### src/rtl/alsc_pkg.sv
package alsc_pkg;

  // Query and database geometry
  localparam int QUERY_LEN  = 32;
  localparam int DB_LEN     = 65536;
  localparam int ROW_STRIDE = QUERY_LEN + 1;

  // Field widths
  localparam int CHAR_W   = 8;
  localparam int SCORE_W  = 7;
  localparam int IDX_W    = 22;
  localparam int CFG_W    = 64;
  localparam int CFG_IDX_W = 3;
  localparam int QUERY_W  = QUERY_LEN * CHAR_W;
  localparam int ROW_W    = $clog2(DB_LEN + 1);
  localparam int MUL_W    = ROW_W + $clog2(ROW_STRIDE + 1);
  localparam int COL_W    = (QUERY_LEN > 1) ? $clog2(QUERY_LEN) : 1;
  // Signed working width for cell arithmetic
  localparam int SUM_W    = SCORE_W + 2;

  // Request queue between front and back
  localparam int QDEPTH   = 2;
  localparam int QPTR_W   = 1;
  localparam int QCNT_W   = 2;

  // Configuration register indexes
  localparam logic [CFG_IDX_W-1:0] CFG_QUERY_0 = 3'd0;
  localparam logic [CFG_IDX_W-1:0] CFG_QUERY_1 = 3'd1;
  localparam logic [CFG_IDX_W-1:0] CFG_QUERY_2 = 3'd2;
  localparam logic [CFG_IDX_W-1:0] CFG_QUERY_3 = 3'd3;

  // Cell traceback direction
  typedef enum logic [1:0] {
    DIR_CENTRE = 2'd0,
    DIR_NORTH  = 2'd1,
    DIR_NW     = 2'd2,
    DIR_WEST   = 2'd3
  } dir_t;

  // One row request as queued for the back end
  typedef struct packed {
    logic [CHAR_W-1:0] db_char;
    logic              new_alignment;
    logic [IDX_W-1:0]  base_idx;
  } alsc_req_t;

endpackage

### src/rtl/alsc_if.sv
interface alsc_in_if;
  import alsc_pkg::*;
  logic              valid;
  logic              ready;
  logic [CHAR_W-1:0] db_char;
  logic              new_alignment;

  modport source (output valid, output db_char, output new_alignment, input ready);
  modport sink   (input valid, input db_char, input new_alignment, output ready);
endinterface

interface alsc_out_if;
  import alsc_pkg::*;
  logic               valid;
  logic               ready;
  logic [SCORE_W-1:0] score;
  logic [1:0]         direction;
  logic [IDX_W-1:0]   cell_index;
  logic [SCORE_W-1:0] best_score;
  logic [IDX_W-1:0]   best_index;
  logic               last;

  modport source (output valid, output score, output direction, output cell_index,
                  output best_score, output best_index, output last, input ready);
  modport sink   (input valid, input score, input direction, input cell_index,
                  input best_score, input best_index, input last, output ready);
endinterface

### src/rtl/alsc_front.sv
module alsc_front
  import alsc_pkg::*;
(
  input  logic       clk,
  input  logic       rst_n,
  alsc_in_if.sink    in_chan,
  input  logic       q_full,
  output logic       q_push,
  output alsc_req_t  q_data
);

  logic [ROW_W-1:0] row_cnt_r;
  logic [ROW_W-1:0] row_cnt_nxt;
  logic [ROW_W-1:0] cnt_base;
  logic [ROW_W-1:0] row;
  logic [MUL_W-1:0] base_full;
  logic             drop;
  logic             accept;

  // Take requests whenever the queue has room
  assign in_chan.ready = !q_full;
  assign accept        = in_chan.valid && in_chan.ready;

  // Classify: restart the row count on a new alignment, drop rows past the end
  assign cnt_base  = in_chan.new_alignment ? '0 : row_cnt_r;
  assign drop      = (cnt_base >= ROW_W'(DB_LEN));
  assign row       = cnt_base + ROW_W'(1);
  assign base_full = MUL_W'(row) * MUL_W'(ROW_STRIDE);

  assign q_push           = accept && !drop;
  assign q_data.db_char       = in_chan.db_char;
  assign q_data.new_alignment = in_chan.new_alignment;
  assign q_data.base_idx      = IDX_W'(base_full);

  always_comb begin
    row_cnt_nxt = row_cnt_r;
    if (accept) begin
      row_cnt_nxt = drop ? cnt_base : row;
    end
  end

  always_ff @(posedge clk) begin
    if (!rst_n) begin
      row_cnt_r <= '0;
    end else begin
      row_cnt_r <= row_cnt_nxt;
    end
  end

endmodule

### src/rtl/alsc_queue.sv
module alsc_queue
  import alsc_pkg::*;
(
  input  logic      clk,
  input  logic      rst_n,
  input  logic      push,
  input  alsc_req_t push_data,
  output logic      full,
  input  logic      pop,
  output logic      q_valid,
  output alsc_req_t q_data
);

  alsc_req_t         mem_r [QDEPTH];
  logic [QPTR_W-1:0] wr_ptr_r;
  logic [QPTR_W-1:0] rd_ptr_r;
  logic [QCNT_W-1:0] count_r;

  assign full    = (count_r == QCNT_W'(QDEPTH));
  assign q_valid = (count_r != '0);
  assign q_data  = mem_r[rd_ptr_r];

  // Store incoming requests
  always_ff @(posedge clk) begin
    if (push) begin
      mem_r[wr_ptr_r] <= push_data;
    end
  end

  // Advance pointers and occupancy
  always_ff @(posedge clk) begin
    if (!rst_n) begin
      wr_ptr_r <= '0;
      rd_ptr_r <= '0;
      count_r  <= '0;
    end else begin
      if (push) begin
        wr_ptr_r <= wr_ptr_r + QPTR_W'(1);
      end
      if (pop) begin
        rd_ptr_r <= rd_ptr_r + QPTR_W'(1);
      end
      case ({push, pop})
        2'b10:   count_r <= count_r + QCNT_W'(1);
        2'b01:   count_r <= count_r - QCNT_W'(1);
        default: count_r <= count_r;
      endcase
    end
  end

endmodule

### src/rtl/alsc_back.sv
module alsc_back
  import alsc_pkg::*;
(
  input  logic               clk,
  input  logic               rst_n,
  input  logic [QUERY_W-1:0] query_vec,
  input  logic               q_valid,
  input  alsc_req_t          q_data,
  output logic               q_pop,
  alsc_out_if.source         out_chan
);

  // Row store and per-row working registers
  logic [SCORE_W-1:0] prev_r [QUERY_LEN];
  logic               busy_r;
  logic               fresh_r;
  logic               zero_r;
  logic [COL_W-1:0]   col_r;
  logic [SCORE_W-1:0] left_r;
  logic [SCORE_W-1:0] diag_r;
  logic [IDX_W-1:0]   idx_r;
  logic [CHAR_W-1:0]  ch_r;
  logic [SCORE_W-1:0] bsf_r;
  logic [IDX_W-1:0]   bpos_r;

  // Output register
  logic               out_valid_r;
  logic [SCORE_W-1:0] score_r;
  dir_t               dir_r;
  logic [IDX_W-1:0]   cidx_r;
  logic [SCORE_W-1:0] bscore_r;
  logic [IDX_W-1:0]   bidx_r;
  logic               last_r;

  logic               step;
  logic               last_col;
  logic [SCORE_W-1:0] up;
  logic [CHAR_W-1:0]  qch;
  logic signed [SUM_W-1:0] north;
  logic signed [SUM_W-1:0] nw;
  logic signed [SUM_W-1:0] west;
  logic signed [SUM_W-1:0] best;
  dir_t               dir_nxt;
  logic [SCORE_W-1:0] best_nxt;
  logic               improve;
  logic [SCORE_W-1:0] bsf_nxt;
  logic [IDX_W-1:0]   bpos_nxt;

  // Compute one cell when the output register is free or being drained
  assign step     = busy_r && (!out_valid_r || out_chan.ready);
  assign last_col = (col_r == COL_W'(QUERY_LEN - 1));
  assign q_pop    = q_valid && (!busy_r || (step && last_col));

  // Cell recurrence
  assign up  = zero_r ? '0 : prev_r[col_r];
  assign qch = query_vec[col_r*CHAR_W +: CHAR_W];

  always_comb begin
    north = $signed({2'b00, up}) - SUM_W'(1);
    nw    = $signed({2'b00, diag_r}) + ((qch == ch_r) ? SUM_W'(2) : -SUM_W'(1));
    west  = $signed({2'b00, left_r}) - SUM_W'(1);
    best    = north;
    dir_nxt = DIR_NORTH;
    if (nw > best) begin
      best    = nw;
      dir_nxt = DIR_NW;
    end
    if (west > best) begin
      best    = west;
      dir_nxt = DIR_WEST;
    end
    if (best <= 0) begin
      best    = '0;
      dir_nxt = DIR_CENTRE;
    end
    best_nxt = best[SCORE_W-1:0];
  end

  // Running best, first strict maximum wins
  assign improve  = (best_nxt > bsf_r);
  assign bsf_nxt  = improve ? best_nxt : bsf_r;
  assign bpos_nxt = improve ? idx_r : bpos_r;

  // Write back the row store
  always_ff @(posedge clk) begin
    if (step) begin
      prev_r[col_r] <= best_nxt;
    end
  end

  // Row sequencing: load the next request on pop, else advance a column per step
  always_ff @(posedge clk) begin
    if (!rst_n) begin
      busy_r  <= 1'b0;
      fresh_r <= 1'b1;
      zero_r  <= 1'b0;
      col_r   <= '0;
      left_r  <= '0;
      diag_r  <= '0;
      idx_r   <= '0;
      ch_r    <= '0;
    end else begin
      if (q_pop) begin
        busy_r  <= 1'b1;
        fresh_r <= 1'b0;
        zero_r  <= fresh_r || q_data.new_alignment;
        col_r   <= '0;
        left_r  <= '0;
        diag_r  <= '0;
        idx_r   <= q_data.base_idx + IDX_W'(1);
        ch_r    <= q_data.db_char;
      end else if (step) begin
        col_r  <= col_r + COL_W'(1);
        idx_r  <= idx_r + IDX_W'(1);
        diag_r <= up;
        left_r <= best_nxt;
        if (last_col) begin
          busy_r <= 1'b0;
        end
      end
    end
  end

  // Track the best cell; drop it when a new alignment is loaded
  always_ff @(posedge clk) begin
    if (!rst_n) begin
      bsf_r  <= '0;
      bpos_r <= '0;
    end else if (q_pop && q_data.new_alignment) begin
      bsf_r  <= '0;
      bpos_r <= '0;
    end else if (step) begin
      bsf_r  <= bsf_nxt;
      bpos_r <= bpos_nxt;
    end
  end

  // Hold the result until taken
  always_ff @(posedge clk) begin
    if (!rst_n) begin
      out_valid_r <= 1'b0;
    end else if (step) begin
      out_valid_r <= 1'b1;
    end else if (out_chan.ready) begin
      out_valid_r <= 1'b0;
    end
  end

  always_ff @(posedge clk) begin
    if (step) begin
      score_r  <= best_nxt;
      dir_r    <= dir_nxt;
      cidx_r   <= idx_r;
      bscore_r <= bsf_nxt;
      bidx_r   <= bpos_nxt;
      last_r   <= last_col;
    end
  end

  assign out_chan.valid      = out_valid_r;
  assign out_chan.score      = score_r;
  assign out_chan.direction  = dir_r;
  assign out_chan.cell_index = cidx_r;
  assign out_chan.best_score = bscore_r;
  assign out_chan.best_index = bidx_r;
  assign out_chan.last       = last_r;

endmodule

### src/rtl/local_alignment_scorer.sv
// Smith-Waterman local alignment scorer, linear gap, one database character per request.
// A request is queued, loaded into the row registers, and its first cell registered out.
// Throughput: 32 cells a row, one per cycle from a single cell unit, unless output stalls.
// Rows past the database length are dropped in the front end and never reach the back end.
// Reset (synchronous, rst_n low) zeroes the query registers, row count and best.
module local_alignment_scorer
  import alsc_pkg::*;
(
  input  logic                 clk,
  input  logic                 rst_n,
  alsc_in_if.sink              in_chan,
  alsc_out_if.source           out_chan,
  input  logic                 cfg_we,
  input  logic [CFG_IDX_W-1:0] cfg_index,
  input  logic [CFG_W-1:0]     cfg_wdata
);

  logic [CFG_W-1:0]   query_r [4];
  logic [4*CFG_W-1:0] query_all;
  logic [QUERY_W-1:0] query_vec;
  logic               q_full;
  logic               q_push;
  alsc_req_t          push_data;
  logic               q_pop;
  logic               q_valid;
  alsc_req_t          q_data;

  // Configuration writes
  always_ff @(posedge clk) begin
    if (!rst_n) begin
      query_r[0] <= '0;
      query_r[1] <= '0;
      query_r[2] <= '0;
      query_r[3] <= '0;
    end else if (cfg_we) begin
      unique case (cfg_index)
        CFG_QUERY_0: query_r[0] <= cfg_wdata;
        CFG_QUERY_1: query_r[1] <= cfg_wdata;
        CFG_QUERY_2: query_r[2] <= cfg_wdata;
        CFG_QUERY_3: query_r[3] <= cfg_wdata;
        default:     ;
      endcase
    end
  end

  assign query_all = {query_r[3], query_r[2], query_r[1], query_r[0]};
  assign query_vec = query_all[QUERY_W-1:0];

  alsc_front u_front (
    .clk     (clk),
    .rst_n   (rst_n),
    .in_chan (in_chan),
    .q_full  (q_full),
    .q_push  (q_push),
    .q_data  (push_data)
  );

  alsc_queue u_queue (
    .clk       (clk),
    .rst_n     (rst_n),
    .push      (q_push),
    .push_data (push_data),
    .full      (q_full),
    .pop       (q_pop),
    .q_valid   (q_valid),
    .q_data    (q_data)
  );

  alsc_back u_back (
    .clk       (clk),
    .rst_n     (rst_n),
    .query_vec (query_vec),
    .q_valid   (q_valid),
    .q_data    (q_data),
    .q_pop     (q_pop),
    .out_chan  (out_chan)
  );

endmodule
### src/flat_wrapper.sv
// flat-port wrapper written by rule: the top's interface ports become plain ports
module local_alignment_scorer_flat import alsc_pkg::*;
  (clk, rst_n, cfg_we, cfg_index, cfg_wdata, in_chan_valid, in_chan_db_char, in_chan_new_alignment, in_chan_ready, out_chan_valid, out_chan_score, out_chan_direction, out_chan_cell_index, out_chan_best_score, out_chan_best_index, out_chan_last, out_chan_ready);
  alsc_in_if in_chan_i ();
  alsc_out_if out_chan_i ();
  input  logic clk;
  input  logic rst_n;
  input  logic cfg_we;
  input  logic [CFG_IDX_W-1:0] cfg_index;
  input  logic [CFG_W-1:0] cfg_wdata;
  input wire logic [$bits(in_chan_i.valid)-1:0] in_chan_valid;
  input wire logic [$bits(in_chan_i.db_char)-1:0] in_chan_db_char;
  input wire logic [$bits(in_chan_i.new_alignment)-1:0] in_chan_new_alignment;
  output wire logic [$bits(in_chan_i.ready)-1:0] in_chan_ready;
  output wire logic [$bits(out_chan_i.valid)-1:0] out_chan_valid;
  output wire logic [$bits(out_chan_i.score)-1:0] out_chan_score;
  output wire logic [$bits(out_chan_i.direction)-1:0] out_chan_direction;
  output wire logic [$bits(out_chan_i.cell_index)-1:0] out_chan_cell_index;
  output wire logic [$bits(out_chan_i.best_score)-1:0] out_chan_best_score;
  output wire logic [$bits(out_chan_i.best_index)-1:0] out_chan_best_index;
  output wire logic [$bits(out_chan_i.last)-1:0] out_chan_last;
  input wire logic [$bits(out_chan_i.ready)-1:0] out_chan_ready;
  assign in_chan_i.valid = in_chan_valid;
  assign in_chan_i.db_char = in_chan_db_char;
  assign in_chan_i.new_alignment = in_chan_new_alignment;
  assign in_chan_ready = in_chan_i.ready;
  assign out_chan_valid = out_chan_i.valid;
  assign out_chan_score = out_chan_i.score;
  assign out_chan_direction = out_chan_i.direction;
  assign out_chan_cell_index = out_chan_i.cell_index;
  assign out_chan_best_score = out_chan_i.best_score;
  assign out_chan_best_index = out_chan_i.best_index;
  assign out_chan_last = out_chan_i.last;
  assign out_chan_i.ready = out_chan_ready;
  local_alignment_scorer u_core (.clk(clk), .rst_n(rst_n), .in_chan(in_chan_i), .out_chan(out_chan_i), .cfg_we(cfg_we), .cfg_index(cfg_index), .cfg_wdata(cfg_wdata));
endmodule
### config.mk
export PLATFORM = sky130hd
export DESIGN_NAME = local_alignment_scorer_flat
export DESIGN_NICKNAME = d
export VERILOG_FILES = /design/src/rtl/alsc_pkg.sv /design/src/rtl/alsc_if.sv /design/src/rtl/alsc_front.sv /design/src/rtl/alsc_queue.sv /design/src/rtl/alsc_back.sv /design/src/rtl/local_alignment_scorer.sv /design/src/flat_wrapper.sv
export SDC_FILE = /design/constraint.sdc
export NUM_CORES = 1
export LEC_CHECK = 0
export BUFFER_PORTS_ARGS = -buffer_cell sky130_fd_sc_hd__buf_4
export CORE_MARGIN = 1.5
export CORE_UTILIZATION = 45
export DETAILED_ROUTE_END_ITERATION = 8
export PLACE_DENSITY = 0.76
export SKIP_CTS_REPAIR_TIMING = 1
export SLEW_MARGIN = 0
export SYNTH_ARGS = -nofsm -noshare
export SYNTH_HDL_FRONTEND = slang
export SYNTH_SLANG_ARGS = --single-unit
### constraint.sdc
create_clock -name clk -period 10.1 [get_ports clk]
set_clock_uncertainty 0.1 [all_clocks]
set_input_delay 1.01 -clock clk [delete_from_list [all_inputs] [get_ports clk]]
set_output_delay 1.01 -clock clk [all_outputs]
set_load 0.02 [all_outputs]
==> impl_metrics.env <==
export IMPL_status="finished clean"
export IMPL_start_kind="flip-flop"
export IMPL_crit_path_end_kind="flip-flop"
export IMPL_layout_common_cells="edfxtp_1 (603), and2_1 (263), buf_4 (205)"
export IMPL_ctsHtreeMaxLevel=3
export IMPL_setup_viol=0
export IMPL_fin_nets=2673
export IMPL_vias=19800
export IMPL_stdcell_area_sq_um=37000
export IMPL_die_area_sq_um=73000
export IMPL_area_delta_synth_final_pct=15.0
export IMPL_yosys_area_top_type="edfxtp_1"
export IMPL_period_minus_slack_ns=9.67
export IMPL_max_freq_ghz=0.103
export IMPL_syn_avg_cell_area_sq_um=13.7
export IMPL_first_iter_violations=1789
export IMPL_fill_cells=5721
export IMPL_synth_cell_type_count=85
export IMPL_tightest_slew_ns=1.18
export IMPL_clkSinkCount=712
export IMPL_ys_warn_count=0
export IMPL_hpwl_um=50900
export IMPL_synth_nets=2504
export IMPL_grt_start_max_net_pins=89
export IMPL_synth_seq_area_share=0.631
export IMPL_final_common_cell="edfxtp_1"
export IMPL_cts_tree="built"
export IMPL_io_buffers=143
export IMPL_antenna_found_initial=7
export IMPL_synth_seq_cells=712
export IMPL_worstPathArrival_ns=10.01
export IMPL_overflow=0
export IMPL_post_route_util=0.525
export IMPL_grt_pass1_wl_um=115000
export IMPL_placed_area_sq_um=34400
export IMPL_grt_usage=0.203
export IMPL_ant_nets=0
export IMPL_synth_top_area_frac=0.563
export IMPL_synthTopCellsByArea="edfxtp_1 (56%), dfxtp_1 (6.8%), and2_1 (5.1%)"
export IMPL_required_ns=10.44
export IMPL_maxSlewHeadroom=0.206
export IMPL_synthCells=2341
export IMPL_drcViolationCount=0
export IMPL_coreArea_sq_um=70400
export IMPL_wirelength_um=75500
export IMPL_critPathSlowestCell="or4_1"
export IMPL_drtPass1Iterations=6
export IMPL_cts_buffers=76
export IMPL_hold_class="flip-flop to flip-flop"
export IMPL_insertion_delay_ns=0.64
export IMPL_hold_slack_ns=0.369
export IMPL_cpPeakStageDelay_ns=0.57
export IMPL_avgViaCountPerCell=5.63
export IMPL_crit_fanout=25
export IMPL_rows=97
export IMPL_final_hold_viol_count=0
export IMPL_diodes=0
export IMPL_drive_above_1_share=0.188
export IMPL_synthFlopType="edfxtp_1"
export IMPL_routedWlPerCell_um=21.5
export IMPL_initial_core_util=0.457
export IMPL_root_buffer="clkbuf_16"
export IMPL_clk_pin_slew_ns=0.06
export IMPL_final_max_slew_viol_count=0
export IMPL_cts_buffer_depth=3
export IMPL_synthesis_area_sq_um=32100
export IMPL_synth_edf_count=603
export IMPL_fp_dieH_um=270
export IMPL_die_w_um=270
export IMPL_ys_async_sr_fraction=0
export IMPL_drv_cap=0
export IMPL_ios=144
export IMPL_gp_congestion=0.928
export IMPL_grt_pass1_vias=19600
export IMPL_crit_type="flip-flop to flip-flop"
export IMPL_cpMostUsedCell="ha_1"
export IMPL_period_share=0.957
-- final timing paths --
path / slack (ns) / cells after the start / to / startpoint
min: 0.37 / 2 / u_core.u_back.zero_r / u_core.u_back.fresh_r
max: 0.43 / 40 / u_core.u_back.bpos_r[10] / u_core.u_back.col_r[1]
min reg2reg: 0.37 / 2 / u_core.u_back.zero_r / u_core.u_back.fresh_r
max reg2reg: 0.43 / 40 / u_core.u_back.bpos_r[10] / u_core.u_back.col_r[1]
-- per-layer routing --
layer  vias up  wire (um)  GRT usage
met4        12       2210     0.0685
met5         -         77          0
met3       167       5100     0.0383
met2       747      37300      0.343
met1      9729      30900      0.263
li1       9106          -          -
-- layout make-up --
cell class              instances  area [sq um]  share of cell area
well taps                     940          1180              0.0318
repair buffers                211          1650              0.0446
clock buffers                  99          2030              0.0549
multi-input cells            1464         11200               0.304
flip-flops and latches        712         20300               0.549
inverters                      45           170             0.00460
clock inverters                37           392              0.0106
-- through the flow --
| step | setup WS [ns] | TNS [ns] | std cells |
|---|---|---|---|
| 2_1_floorplan | 0.156 | 0 | 2341 |
| 3_3_place_gp | 0.366 | 0 | 3366 |
| 3_5_place_dp | 0.162 | 0 | 3366 |
| 4_1_cts | 0.109 | 0 | 3502 |
| 5_1_grt | -0.0526 | -0.516 | 3508 |
| 6_report | 0.435 | 0 | 3508 |
-- Yosys cell counts (all sizes together) (42+ instances only) --
cell type    n
edfxtp     603
and2       263
nor2       194
mux2i      162
dfxtp      109
nand2       94
ha          81
o22ai       71
clkbuf      69
a21oi       67
mux4        62
buf         51
nor3        49
o21ai       44
inv         42
-- critical path: cells and delay by family (launching register included) --
kind                       cells  cell delay, ns
AOI/OAI and AO/OA             17            3.52
muxes                          2            0.74
adders and majority gates      4            1.26
buffers and inverters          4            0.81
DFF                            1            0.51
and+or+nand+nor               12            2.32
xor gates and xnor gates       1            0.17
-- flip-flops by register name (all words and copies together) (netlist names), 8 cells and up, named ones only --
| register | count |
|---|---|
| u_core.u_back.prev_r | 224 |
| u_core.u_back.out_chan.best_index | 22 |
| u_core.u_queue.mem_r | 62 |
| u_core.u_back.out_chan.cell_index | 22 |
| u_core.u_back.idx_r | 22 |
| u_core.query_r | 256 |
| u_core.u_back.ch_r | 8 |
| u_core.u_back.bpos_r | 22 |
| u_core.u_front.row_cnt_r | 17 |
-- cell families after synthesis --
| logic type | Yosys count | share of synthesized area |
|---|---|---|
| xor gates and xnor gates | 71 | 0.0196 |
| DFF | 712 | 0.631 |
| AOI/OAI and AO/OA | 295 | 0.0614 |
| and+or+nand+nor | 767 | 0.129 |
| adders and majority gates | 82 | 0.0322 |
| buffers and inverters | 165 | 0.0242 |
| muxes | 249 | 0.103 |
Power is not shown: default switching activity piles up to over one toggle a cycle in this logic, so the estimate is an artifact.
